--- src/hw/rtl/i2cmbe_pkg.sv ---
// Shared types and constants for the I2C master byte engine.
`timescale 1ns / 1ps

package i2cmbe_pkg;

    // Action and sequence codes; an action code doubles as the sequence it starts
    localparam logic [2:0] OP_IDLE  = 3'd0;  // also the tick action
    localparam logic [2:0] OP_START = 3'd1;
    localparam logic [2:0] OP_STOP  = 3'd2;
    localparam logic [2:0] OP_WRITE = 3'd3;
    localparam logic [2:0] OP_READ  = 3'd4;
    localparam logic [2:0] OP_WAIT  = 3'd5;
    localparam logic [2:0] OP_ACK   = 3'd6;
    localparam logic [2:0] OP_NACK  = 3'd7;

    localparam logic [7:0] ACK_TIMEOUT_RESET = 8'd250;
    localparam logic [3:0] BITS_PER_BYTE     = 4'd8;

    // Classified beat handed from the front end to the engine
    typedef struct packed {
        logic       is_cmd;   // command beat, else a tick
        logic [2:0] op;
        logic [7:0] data;
        logic       ackr;
        logic       sda;
    } item_t;

endpackage

--- src/hw/rtl/i2cmbe_front.sv ---
// Front end: classifies input beats and pushes them into the queue.
`timescale 1ns / 1ps

module i2cmbe_front (
    input  logic                in_valid,
    output logic                in_ready,
    input  logic [2:0]          action,
    input  logic [7:0]          data_byte,
    input  logic                ack_after_read,
    input  logic                sda_in,
    output logic                push,
    output i2cmbe_pkg::item_t   push_item,
    input  logic                q_full
);

    // Accept whenever the queue has room
    assign in_ready = !q_full;
    assign push     = in_valid && !q_full;

    // Tick or command; fields that the class does not use are zeroed
    always_comb
    begin
        push_item.is_cmd = (action != i2cmbe_pkg::OP_IDLE);
        push_item.op     = action;
        push_item.data   = (action == i2cmbe_pkg::OP_WRITE) ? data_byte : 8'd0;
        push_item.ackr   = (action == i2cmbe_pkg::OP_READ) ? ack_after_read : 1'b0;
        push_item.sda    = (action == i2cmbe_pkg::OP_IDLE) ? sda_in : 1'b0;
    end

endmodule

--- src/hw/rtl/i2cmbe_queue.sv ---
// Two-entry queue between the front end and the engine.
`timescale 1ns / 1ps

module i2cmbe_queue (
    input  logic                clk,
    input  logic                rst_n,
    input  logic                push,
    input  i2cmbe_pkg::item_t   push_item,
    output logic                full,
    input  logic                pop,
    output logic                q_valid,
    output i2cmbe_pkg::item_t   q_item
);

    i2cmbe_pkg::item_t mem_reg [2];
    logic       wr_ptr_reg, wr_ptr_next;
    logic       rd_ptr_reg, rd_ptr_next;
    logic [1:0] count_reg, count_next;
    logic       do_pop;

    assign full    = (count_reg == 2'd2);
    assign q_valid = (count_reg != 2'd0);
    assign q_item  = mem_reg[rd_ptr_reg];
    assign do_pop  = pop && q_valid;

    // Pointer and fill count
    always_comb
    begin
        wr_ptr_next = push ? ~wr_ptr_reg : wr_ptr_reg;
        rd_ptr_next = do_pop ? ~rd_ptr_reg : rd_ptr_reg;
        count_next  = count_reg + {1'b0, push} - {1'b0, do_pop};
    end

    always_ff @(posedge clk or negedge rst_n)
    begin
        if (!rst_n)
        begin
            wr_ptr_reg <= 1'b0;
            rd_ptr_reg <= 1'b0;
            count_reg  <= 2'd0;
        end
        else
        begin
            wr_ptr_reg <= wr_ptr_next;
            rd_ptr_reg <= rd_ptr_next;
            count_reg  <= count_next;
        end
    end

    // Storage
    always_ff @(posedge clk)
    begin
        if (push)
        begin
            mem_reg[wr_ptr_reg] <= push_item;
        end
    end

endmodule

--- src/hw/rtl/i2cmbe_back.sv ---
// Engine: bus phase machine, shift register and the registered result.
`timescale 1ns / 1ps

module i2cmbe_back (
    input  logic                clk,
    input  logic                rst_n,
    input  logic                cfg_valid,
    output logic                cfg_ready,
    input  logic [7:0]          cfg_ack_timeout,
    input  logic                q_valid,
    input  i2cmbe_pkg::item_t   q_item,
    output logic                pop,
    output logic                out_valid,
    input  logic                out_ready,
    output logic                scl_level,
    output logic                sda_release,
    output logic                busy_res,
    output logic                done_res,
    output logic [7:0]          read_data,
    output logic                ack_error,
    output logic                rejected
);

    logic [7:0] timeout_reg;
    logic [2:0] op_reg, op_next;
    logic [1:0] phase_reg, phase_next;
    logic [3:0] bits_reg, bits_next;
    logic [7:0] shift_reg, shift_next;
    logic [7:0] poll_reg, poll_next;
    logic       scl_reg, scl_next;
    logic       sda_reg, sda_next;
    logic       ackc_reg, ackc_next;
    logic [7:0] hold_reg, hold_next;
    logic       err_reg, err_next;
    logic       done_next, rej_next;

    logic       out_valid_reg;
    logic       done_out_reg, rej_out_reg;

    logic [3:0] bits_inc;
    logic [7:0] rd_shift;

    assign cfg_ready = 1'b1;
    assign pop       = q_valid && (!out_valid_reg || out_ready);
    assign bits_inc  = bits_reg + 4'd1;
    assign rd_shift  = {shift_reg[6:0], q_item.sda};

    // Timeout register
    always_ff @(posedge clk or negedge rst_n)
    begin
        if (!rst_n)
        begin
            timeout_reg <= i2cmbe_pkg::ACK_TIMEOUT_RESET;
        end
        else if (cfg_valid)
        begin
            timeout_reg <= cfg_ack_timeout;
        end
    end

    // Next state for one beat
    always_comb
    begin
        op_next    = op_reg;
        phase_next = phase_reg;
        bits_next  = bits_reg;
        shift_next = shift_reg;
        poll_next  = poll_reg;
        scl_next   = scl_reg;
        sda_next   = sda_reg;
        ackc_next  = ackc_reg;
        hold_next  = hold_reg;
        err_next   = err_reg;
        done_next  = 1'b0;
        rej_next   = 1'b0;

        if (q_item.is_cmd)
        begin
            if (op_reg != i2cmbe_pkg::OP_IDLE)
            begin
                rej_next = 1'b1;
            end
            else
            begin
                // Command start: first bus levels
                err_next   = 1'b0;
                op_next    = q_item.op;
                phase_next = 2'd0;
                bits_next  = 4'd0;
                unique case (q_item.op)
                    i2cmbe_pkg::OP_START:
                    begin
                        sda_next = 1'b1;
                        scl_next = 1'b1;
                    end
                    i2cmbe_pkg::OP_STOP:
                    begin
                        scl_next = 1'b0;
                        sda_next = 1'b0;
                    end
                    i2cmbe_pkg::OP_WRITE:
                    begin
                        scl_next   = 1'b0;
                        sda_next   = q_item.data[7];
                        shift_next = {q_item.data[6:0], 1'b0};
                    end
                    i2cmbe_pkg::OP_READ:
                    begin
                        scl_next   = 1'b0;
                        sda_next   = 1'b1;
                        shift_next = 8'd0;
                        ackc_next  = q_item.ackr;
                    end
                    i2cmbe_pkg::OP_WAIT:
                    begin
                        sda_next  = 1'b1;
                        poll_next = 8'd0;
                    end
                    i2cmbe_pkg::OP_ACK:
                    begin
                        scl_next = 1'b0;
                        sda_next = 1'b0;
                    end
                    default:
                    begin
                        scl_next = 1'b0;
                        sda_next = 1'b1;
                    end
                endcase
            end
        end
        else if (op_reg != i2cmbe_pkg::OP_IDLE)
        begin
            // Tick: advance one phase
            unique case (op_reg)
                i2cmbe_pkg::OP_START:
                begin
                    if (phase_reg == 2'd0)
                    begin
                        sda_next   = 1'b0;
                        phase_next = 2'd1;
                    end
                    else
                    begin
                        scl_next  = 1'b0;
                        done_next = 1'b1;
                    end
                end
                i2cmbe_pkg::OP_STOP:
                begin
                    if (phase_reg == 2'd0)
                    begin
                        scl_next   = 1'b1;
                        phase_next = 2'd1;
                    end
                    else if (phase_reg == 2'd1)
                    begin
                        sda_next   = 1'b1;
                        phase_next = 2'd2;
                    end
                    else
                    begin
                        done_next = 1'b1;
                    end
                end
                i2cmbe_pkg::OP_WRITE:
                begin
                    if (phase_reg == 2'd0)
                    begin
                        scl_next   = 1'b1;
                        phase_next = 2'd1;
                    end
                    else
                    begin
                        scl_next  = 1'b0;
                        bits_next = bits_inc;
                        if (bits_inc >= i2cmbe_pkg::BITS_PER_BYTE)
                        begin
                            done_next = 1'b1;
                        end
                        else
                        begin
                            sda_next   = shift_reg[7];
                            shift_next = {shift_reg[6:0], 1'b0};
                            phase_next = 2'd0;
                        end
                    end
                end
                i2cmbe_pkg::OP_READ:
                begin
                    if (phase_reg == 2'd0)
                    begin
                        scl_next   = 1'b1;
                        phase_next = 2'd1;
                    end
                    else if (phase_reg == 2'd1)
                    begin
                        // Sample at the end of SCL high
                        shift_next = rd_shift;
                        scl_next   = 1'b0;
                        bits_next  = bits_inc;
                        if (bits_inc >= i2cmbe_pkg::BITS_PER_BYTE)
                        begin
                            hold_next  = rd_shift;
                            sda_next   = !ackc_reg;
                            phase_next = 2'd2;
                        end
                        else
                        begin
                            phase_next = 2'd0;
                        end
                    end
                    else if (phase_reg == 2'd2)
                    begin
                        scl_next   = 1'b1;
                        phase_next = 2'd3;
                    end
                    else
                    begin
                        scl_next  = 1'b0;
                        done_next = 1'b1;
                    end
                end
                i2cmbe_pkg::OP_WAIT:
                begin
                    if (phase_reg == 2'd0)
                    begin
                        scl_next   = 1'b1;
                        phase_next = 2'd1;
                    end
                    else if (!q_item.sda)
                    begin
                        scl_next  = 1'b0;
                        done_next = 1'b1;
                    end
                    else if (poll_reg >= timeout_reg)
                    begin
                        // Timed out: flag and fall into a stop
                        err_next   = 1'b1;
                        op_next    = i2cmbe_pkg::OP_STOP;
                        phase_next = 2'd0;
                        scl_next   = 1'b0;
                        sda_next   = 1'b0;
                    end
                    else
                    begin
                        poll_next = poll_reg + 8'd1;
                    end
                end
                i2cmbe_pkg::OP_ACK, i2cmbe_pkg::OP_NACK:
                begin
                    if (phase_reg == 2'd0)
                    begin
                        scl_next   = 1'b1;
                        phase_next = 2'd1;
                    end
                    else
                    begin
                        scl_next  = 1'b0;
                        done_next = 1'b1;
                    end
                end
                default:
                begin
                    done_next = 1'b1;
                end
            endcase

            if (done_next)
            begin
                op_next    = i2cmbe_pkg::OP_IDLE;
                phase_next = 2'd0;
            end
        end
    end

    // Engine state, updated on each beat taken from the queue
    always_ff @(posedge clk or negedge rst_n)
    begin
        if (!rst_n)
        begin
            op_reg    <= i2cmbe_pkg::OP_IDLE;
            phase_reg <= 2'd0;
            bits_reg  <= 4'd0;
            shift_reg <= 8'd0;
            poll_reg  <= 8'd0;
            scl_reg   <= 1'b1;
            sda_reg   <= 1'b1;
            ackc_reg  <= 1'b0;
            hold_reg  <= 8'd0;
            err_reg   <= 1'b0;
        end
        else if (pop)
        begin
            op_reg    <= op_next;
            phase_reg <= phase_next;
            bits_reg  <= bits_next;
            shift_reg <= shift_next;
            poll_reg  <= poll_next;
            scl_reg   <= scl_next;
            sda_reg   <= sda_next;
            ackc_reg  <= ackc_next;
            hold_reg  <= hold_next;
            err_reg   <= err_next;
        end
    end

    // Output register: holds a result until it is taken
    always_ff @(posedge clk or negedge rst_n)
    begin
        if (!rst_n)
        begin
            out_valid_reg <= 1'b0;
        end
        else if (pop)
        begin
            out_valid_reg <= 1'b1;
        end
        else if (out_ready)
        begin
            out_valid_reg <= 1'b0;
        end
    end

    always_ff @(posedge clk)
    begin
        if (pop)
        begin
            done_out_reg <= done_next;
            rej_out_reg  <= rej_next;
        end
    end

    // Level fields mirror the engine state after the last beat
    assign out_valid   = out_valid_reg;
    assign scl_level   = scl_reg;
    assign sda_release = sda_reg;
    assign busy_res    = (op_reg != i2cmbe_pkg::OP_IDLE);
    assign done_res    = done_out_reg;
    assign read_data   = hold_reg;
    assign ack_error   = err_reg;
    assign rejected    = rej_out_reg;

endmodule

--- src/hw/rtl/i2c_master_byte_engine.sv ---
// Top level of the I2C master byte engine.
`timescale 1ns / 1ps

// I2C master byte engine.
// Input channel (in_valid/in_ready): one beat is a command (start, stop,
// write byte, read byte, wait ack, send ack, send nack) or a tick, which
// stands for one half-bit delay and carries the sampled SDA level.
// Every input beat yields exactly one result beat on the output channel
// (out_valid/out_ready): SCL and SDA drive levels, busy, done, last read
// byte, acknowledge error and a flag for a command refused while busy.
// Configuration channel (cfg_valid/cfg_ready) writes the acknowledge
// timeout and is always ready; the timeout must be written only while
// the block is idle, which the block itself does not enforce.
// Throughput: one beat per cycle while results are taken. A beat is
// registered in the front queue, then in the engine, which sets the rate.
// When the receiver stalls, the result is held in the output register and
// the two-entry queue absorbs up to two more beats before in_ready drops.
// Reset: both lines released, engine idle, queue empty, timeout 250, read
// byte zero.

module i2c_master_byte_engine (
    input  logic       clk,
    input  logic       rst_n,
    input  logic       cfg_valid,
    output logic       cfg_ready,
    input  logic [7:0] cfg_ack_timeout,
    input  logic       in_valid,
    output logic       in_ready,
    input  logic [2:0] action,
    input  logic [7:0] data_byte,
    input  logic       ack_after_read,
    input  logic       sda_in,
    output logic       out_valid,
    input  logic       out_ready,
    output logic       scl_level,
    output logic       sda_release,
    output logic       busy_res,
    output logic       done_res,
    output logic [7:0] read_data,
    output logic       ack_error,
    output logic       rejected
);

    logic              push;
    logic              q_full;
    logic              pop;
    logic              q_valid;
    i2cmbe_pkg::item_t push_item;
    i2cmbe_pkg::item_t q_item;

    i2cmbe_front u_front (
        .in_valid       (in_valid),
        .in_ready       (in_ready),
        .action         (action),
        .data_byte      (data_byte),
        .ack_after_read (ack_after_read),
        .sda_in         (sda_in),
        .push           (push),
        .push_item      (push_item),
        .q_full         (q_full)
    );

    i2cmbe_queue u_queue (
        .clk       (clk),
        .rst_n     (rst_n),
        .push      (push),
        .push_item (push_item),
        .full      (q_full),
        .pop       (pop),
        .q_valid   (q_valid),
        .q_item    (q_item)
    );

    i2cmbe_back u_back (
        .clk             (clk),
        .rst_n           (rst_n),
        .cfg_valid       (cfg_valid),
        .cfg_ready       (cfg_ready),
        .cfg_ack_timeout (cfg_ack_timeout),
        .q_valid         (q_valid),
        .q_item          (q_item),
        .pop             (pop),
        .out_valid       (out_valid),
        .out_ready       (out_ready),
        .scl_level       (scl_level),
        .sda_release     (sda_release),
        .busy_res        (busy_res),
        .done_res        (done_res),
        .read_data       (read_data),
        .ack_error       (ack_error),
        .rejected        (rejected)
    );

endmodule
--- config.mk ---
export PLATFORM = sky130hd
export DESIGN_NAME = i2c_master_byte_engine
export DESIGN_NICKNAME = d
export VERILOG_FILES = /design/src/hw/rtl/i2cmbe_pkg.sv /design/src/hw/rtl/i2cmbe_front.sv /design/src/hw/rtl/i2cmbe_queue.sv /design/src/hw/rtl/i2cmbe_back.sv /design/src/hw/rtl/i2c_master_byte_engine.sv
export SDC_FILE = /design/constraint.sdc
export NUM_CORES = 1
export LEC_CHECK = 0
export ABC_AREA = 1
export BUFFER_PORTS_ARGS = -buffer_cell sky130_fd_sc_hd__buf_2
export CAP_MARGIN = 20
export CORE_MARGIN = 2
export CORE_UTILIZATION = 35
export CTS_BUF_LIST = sky130_fd_sc_hd__clkbuf_4 sky130_fd_sc_hd__clkbuf_8
export DETAILED_ROUTE_END_ITERATION = 10
export GPL_ROUTABILITY_DRIVEN = 0
export SLEW_MARGIN = 40
export SYNTH_ARGS = -nofsm -noshare
export SYNTH_HDL_FRONTEND = slang
export SYNTH_HIERARCHICAL = 1
export SYNTH_SLANG_ARGS = --single-unit
--- constraint.sdc ---
create_clock -name clk -period 2.38 [get_ports clk]
set_clock_uncertainty 0.1 [all_clocks]
set_input_delay 0.357 -clock clk [delete_from_list [all_inputs] [get_ports clk]]
set_output_delay 0.357 -clock clk [all_outputs]
set_load 0.01 [all_outputs]
==> results by group <==
STA
  – Worst hold slack: -8.365 ps
  – Slew HR: 56.77%
  – Final WS setup: 174.4 ps
  – Setup TNS Final: 0 ps
  – Tightest Pin Transition: 648.5 ps
  – RSZ-0062 raised after global routing: false
  – Final hold viol count: 6
  – Setup violations, final: 0
  – Final worst-path cycle share: 92.67%
  – Final worst path period need: 2206 ps
  – Max Clock Freq: 453.4 MHz
  – Final Max Slew Viols: 0

Clocking
  – # H-tree levels: 3
  – CTS tree: done
  – Clk sinks: 80
  – Root Driver: clkbuf_8
  – Max Buffers Root-to-Sink: 2
  – TritonCTS buffer count: 9
  – Clk Latency, worst-skew pair: 370 ps
  – Post-CTS setup buffers: 0
  – Resized Gates After CTS: 0
  – Clock transition at the registers of the reported paths: 90 ps
  – Cts hold-fix bufs: 0

Floorplan
  – Chip height: 116.8 µm
  – Ports: 43
  – Die Area: 13640 µm²
  – Core ar.: 12520 µm²
  – Die X: 116.8 µm
  – Initial Utilization: 35.57%
  – Row count: 41

Power and ir drop
  – Sw Ratio: 42.91%
  – Leak pwr: 0.002455 µW
  – Net Sw Power: 2628 µW
  – Logic pwr share: 45.5%
  – VDD IR max: 589.6 µV
  – Power Density: 1211 nW/µm²
  – Design internal power: 3497 µW
  – Clock power share: 20.2%
  – Sequential share of power: 34.4%

Yosys
  – Register bit count reported by yosys: 80
  – Synthesized area: 4452 µm²
  – Register area share after synthesis: 48.57%
  – Post-synthesis async set-or-reset flop share: 62.50%
  – Synth warn: 6
  – Syn Area/Cell: 8.512 µm²
  – Post-Syn Nets: 564
  – Post-synth EDFFs: 30
  – Cell variety after synth: 44
  – Commonest register cell after synthesis: dfrtp_1
  – Cells after Synth: 523

Job
  – Max cap viols: 0

GRT
  – First-pass GRT wire length: 15340 µm
  – GRT Total Usage: 14.44%
  – Largest net degree at the start of global routing: 51
  – Vias in the first global route: 3315
  – Total global routing overflow: 0
  – Antenna violations before repair: 0

Detailed routing
  – Drt total wl: 9100 µm
  – Wirelength per Cell: 12.23 µm
  – Drt via density: 4.512
  – Routed via count: 3357
  – Antenna Nets Post-Route: 0
  – Detailed-router iteration count before antenna repair: 6
  – DR iter-0 viols: 215
  – DR DRC count: 0

Cells and area
  – Non-Filler Instances: 744
  – Commonest cells after routing, fill and taps aside: nand2_1 (152), inv_1 (59), nor2_1 (46)
  – Design Area, Final: 5059 µm²
  – Ant diodes: 0
  – # nets final: 608
  – Layout fillers: 1319
  – Area Overhead vs Synth: 13.63%
  – Commonest non-fill, non-tap cell in the layout: nand2_1
  – Largest register FFs: 28
  – Share of cells above drive strength 1: 21.85%

Setup path
  – Critical Path RT: 2580 ps
  – Max incr delay on CP: 460 ps
  – Crit-path max FO: 16
  – Startpoint types: flip-flop
  – CP most frequent cell: nand2_1
  – Kind of critical path: flip-flop to flip-flop
  – Crit path capture type: flip-flop
  – Critical path data arrival time: 2400 ps
  – CP max-delay cell: dfrtp_1
  – Cell chain of the critical path: inv_6, nand2_1, nand2_1, inv_1, ha_1, inv_1, nand2_1, inv_2, nand4_4, nor2_8, nand4_1, o21ai_1

Placement
  – Placed cells: 728
  – Buffers on Ports: 41
  – HPWL Detailed: 6710 µm
  – Placed Area: 4803 µm²
  – Setup WS pre-CTS: 197.9 ps

Worst hold path
  – Min-Delay Path Class: input pin to async pin

Outcome
  – Outcome: finished, violations left
  – Violated checks: hold timing
[synth_stat cells, types with 9 or more instances]
master      n  area (µm²)
nand2_1   152       570.6
nand2_2    13       81.33
dfrtp_1    42        1051
ha_1       15       187.7
nand3_1    34       170.2
inv_1      59       221.5
nor2_1     46       172.7
edfxtp_1   30       900.9
nand4_1     9       56.30
o21ai_1    10       50.05
o21ai_0    20       100.1
a21oi_1    12       60.06
o21ai_2    11       96.34
[area by class of cell]
type / instances / area [µm²] / area share [%]
tap: 172 / 215.2 / 4.254
clock buffer: 9 / 123.9 / 2.449
sequential: 80 / 2162 / 42.74
timing repair buffer: 50 / 272.8 / 5.392
clock inverter: 7 / 126.4 / 2.498
multi-input combinational: 357 / 1892 / 37.40
inverter: 69 / 266.5 / 5.268
[routing by layer]
metal,track usage [%],share of wire (%),up-vias
met5,0,0,-
met4,5.333,1.4,0
met3,3.913,4.0,10
met2,25.05,49,59
met1,17.21,46,1526
li1,-,-,1762
[final timing paths]
path	from	endpoint	slack [ps]	cells past startpoint
worst max register to register	u_queue/rd_ptr_reg$_DFFE_PN0P_	u_back/shift_reg[0]$_DFFE_PN0P_	170	12
max in group asynchronous	rst_n	u_back/bits_reg[2]$_DFFE_PN0P_	1740	2
worst max-delay path	u_queue/rd_ptr_reg$_DFFE_PN0P_	u_back/shift_reg[0]$_DFFE_PN0P_	170	12
worst min-delay path	rst_n	u_back/poll_reg[0]$_DFFE_PN0P_	-8	2
min in group clk	cfg_ack_timeout[3]	u_back/timeout_reg[3]$_DFFE_PN1P_	100	3
worst min register to register	u_back/sda_release$_DFFE_PN1P_	u_back/sda_release$_DFFE_PN1P_	370	2
[metrics by stage]
step,util (%),power [µW]
floorplan,-,4288
global placement,38.37,4863
detailed placement,38.37,4922
CTS,40.37,6183
global route,40.41,6658
finish,40.41,6124
[power by group through the flow]
stage                     sequential [µW]  clock, µW  combinational (µW)
after floorplan                      2120          0                2160
after global placement               2130          0                2730
after detailed placement             2140          0                2790
after CTS                            2110       1280                2800
after global routing                 2150       1330                3180
final                                2100       1240                2780
[worst max-delay path, delay by kind of cell, from the launching register on]
family          cells  cell delay (ps)
simple gates        6              780
flops               1              460
compound gates      1               90
fa+ha+maj           1              300
buf+inv             4              400
[cell families after synthesis]
group	count (synthesis)	synth area share (%)
AO/OA/AOI/OAI	62	8.854
AND/OR/NAND/NOR	270	27.40
other	1	0.08424
flip-flops	80	48.57
XOR/XNOR	8	1.574
buffers and inverters	86	9.050
adder cells (fa/ha/maj)	15	4.216
multiplexers	1	0.2529
Note: power is estimated with default switching activity, not from simulation.
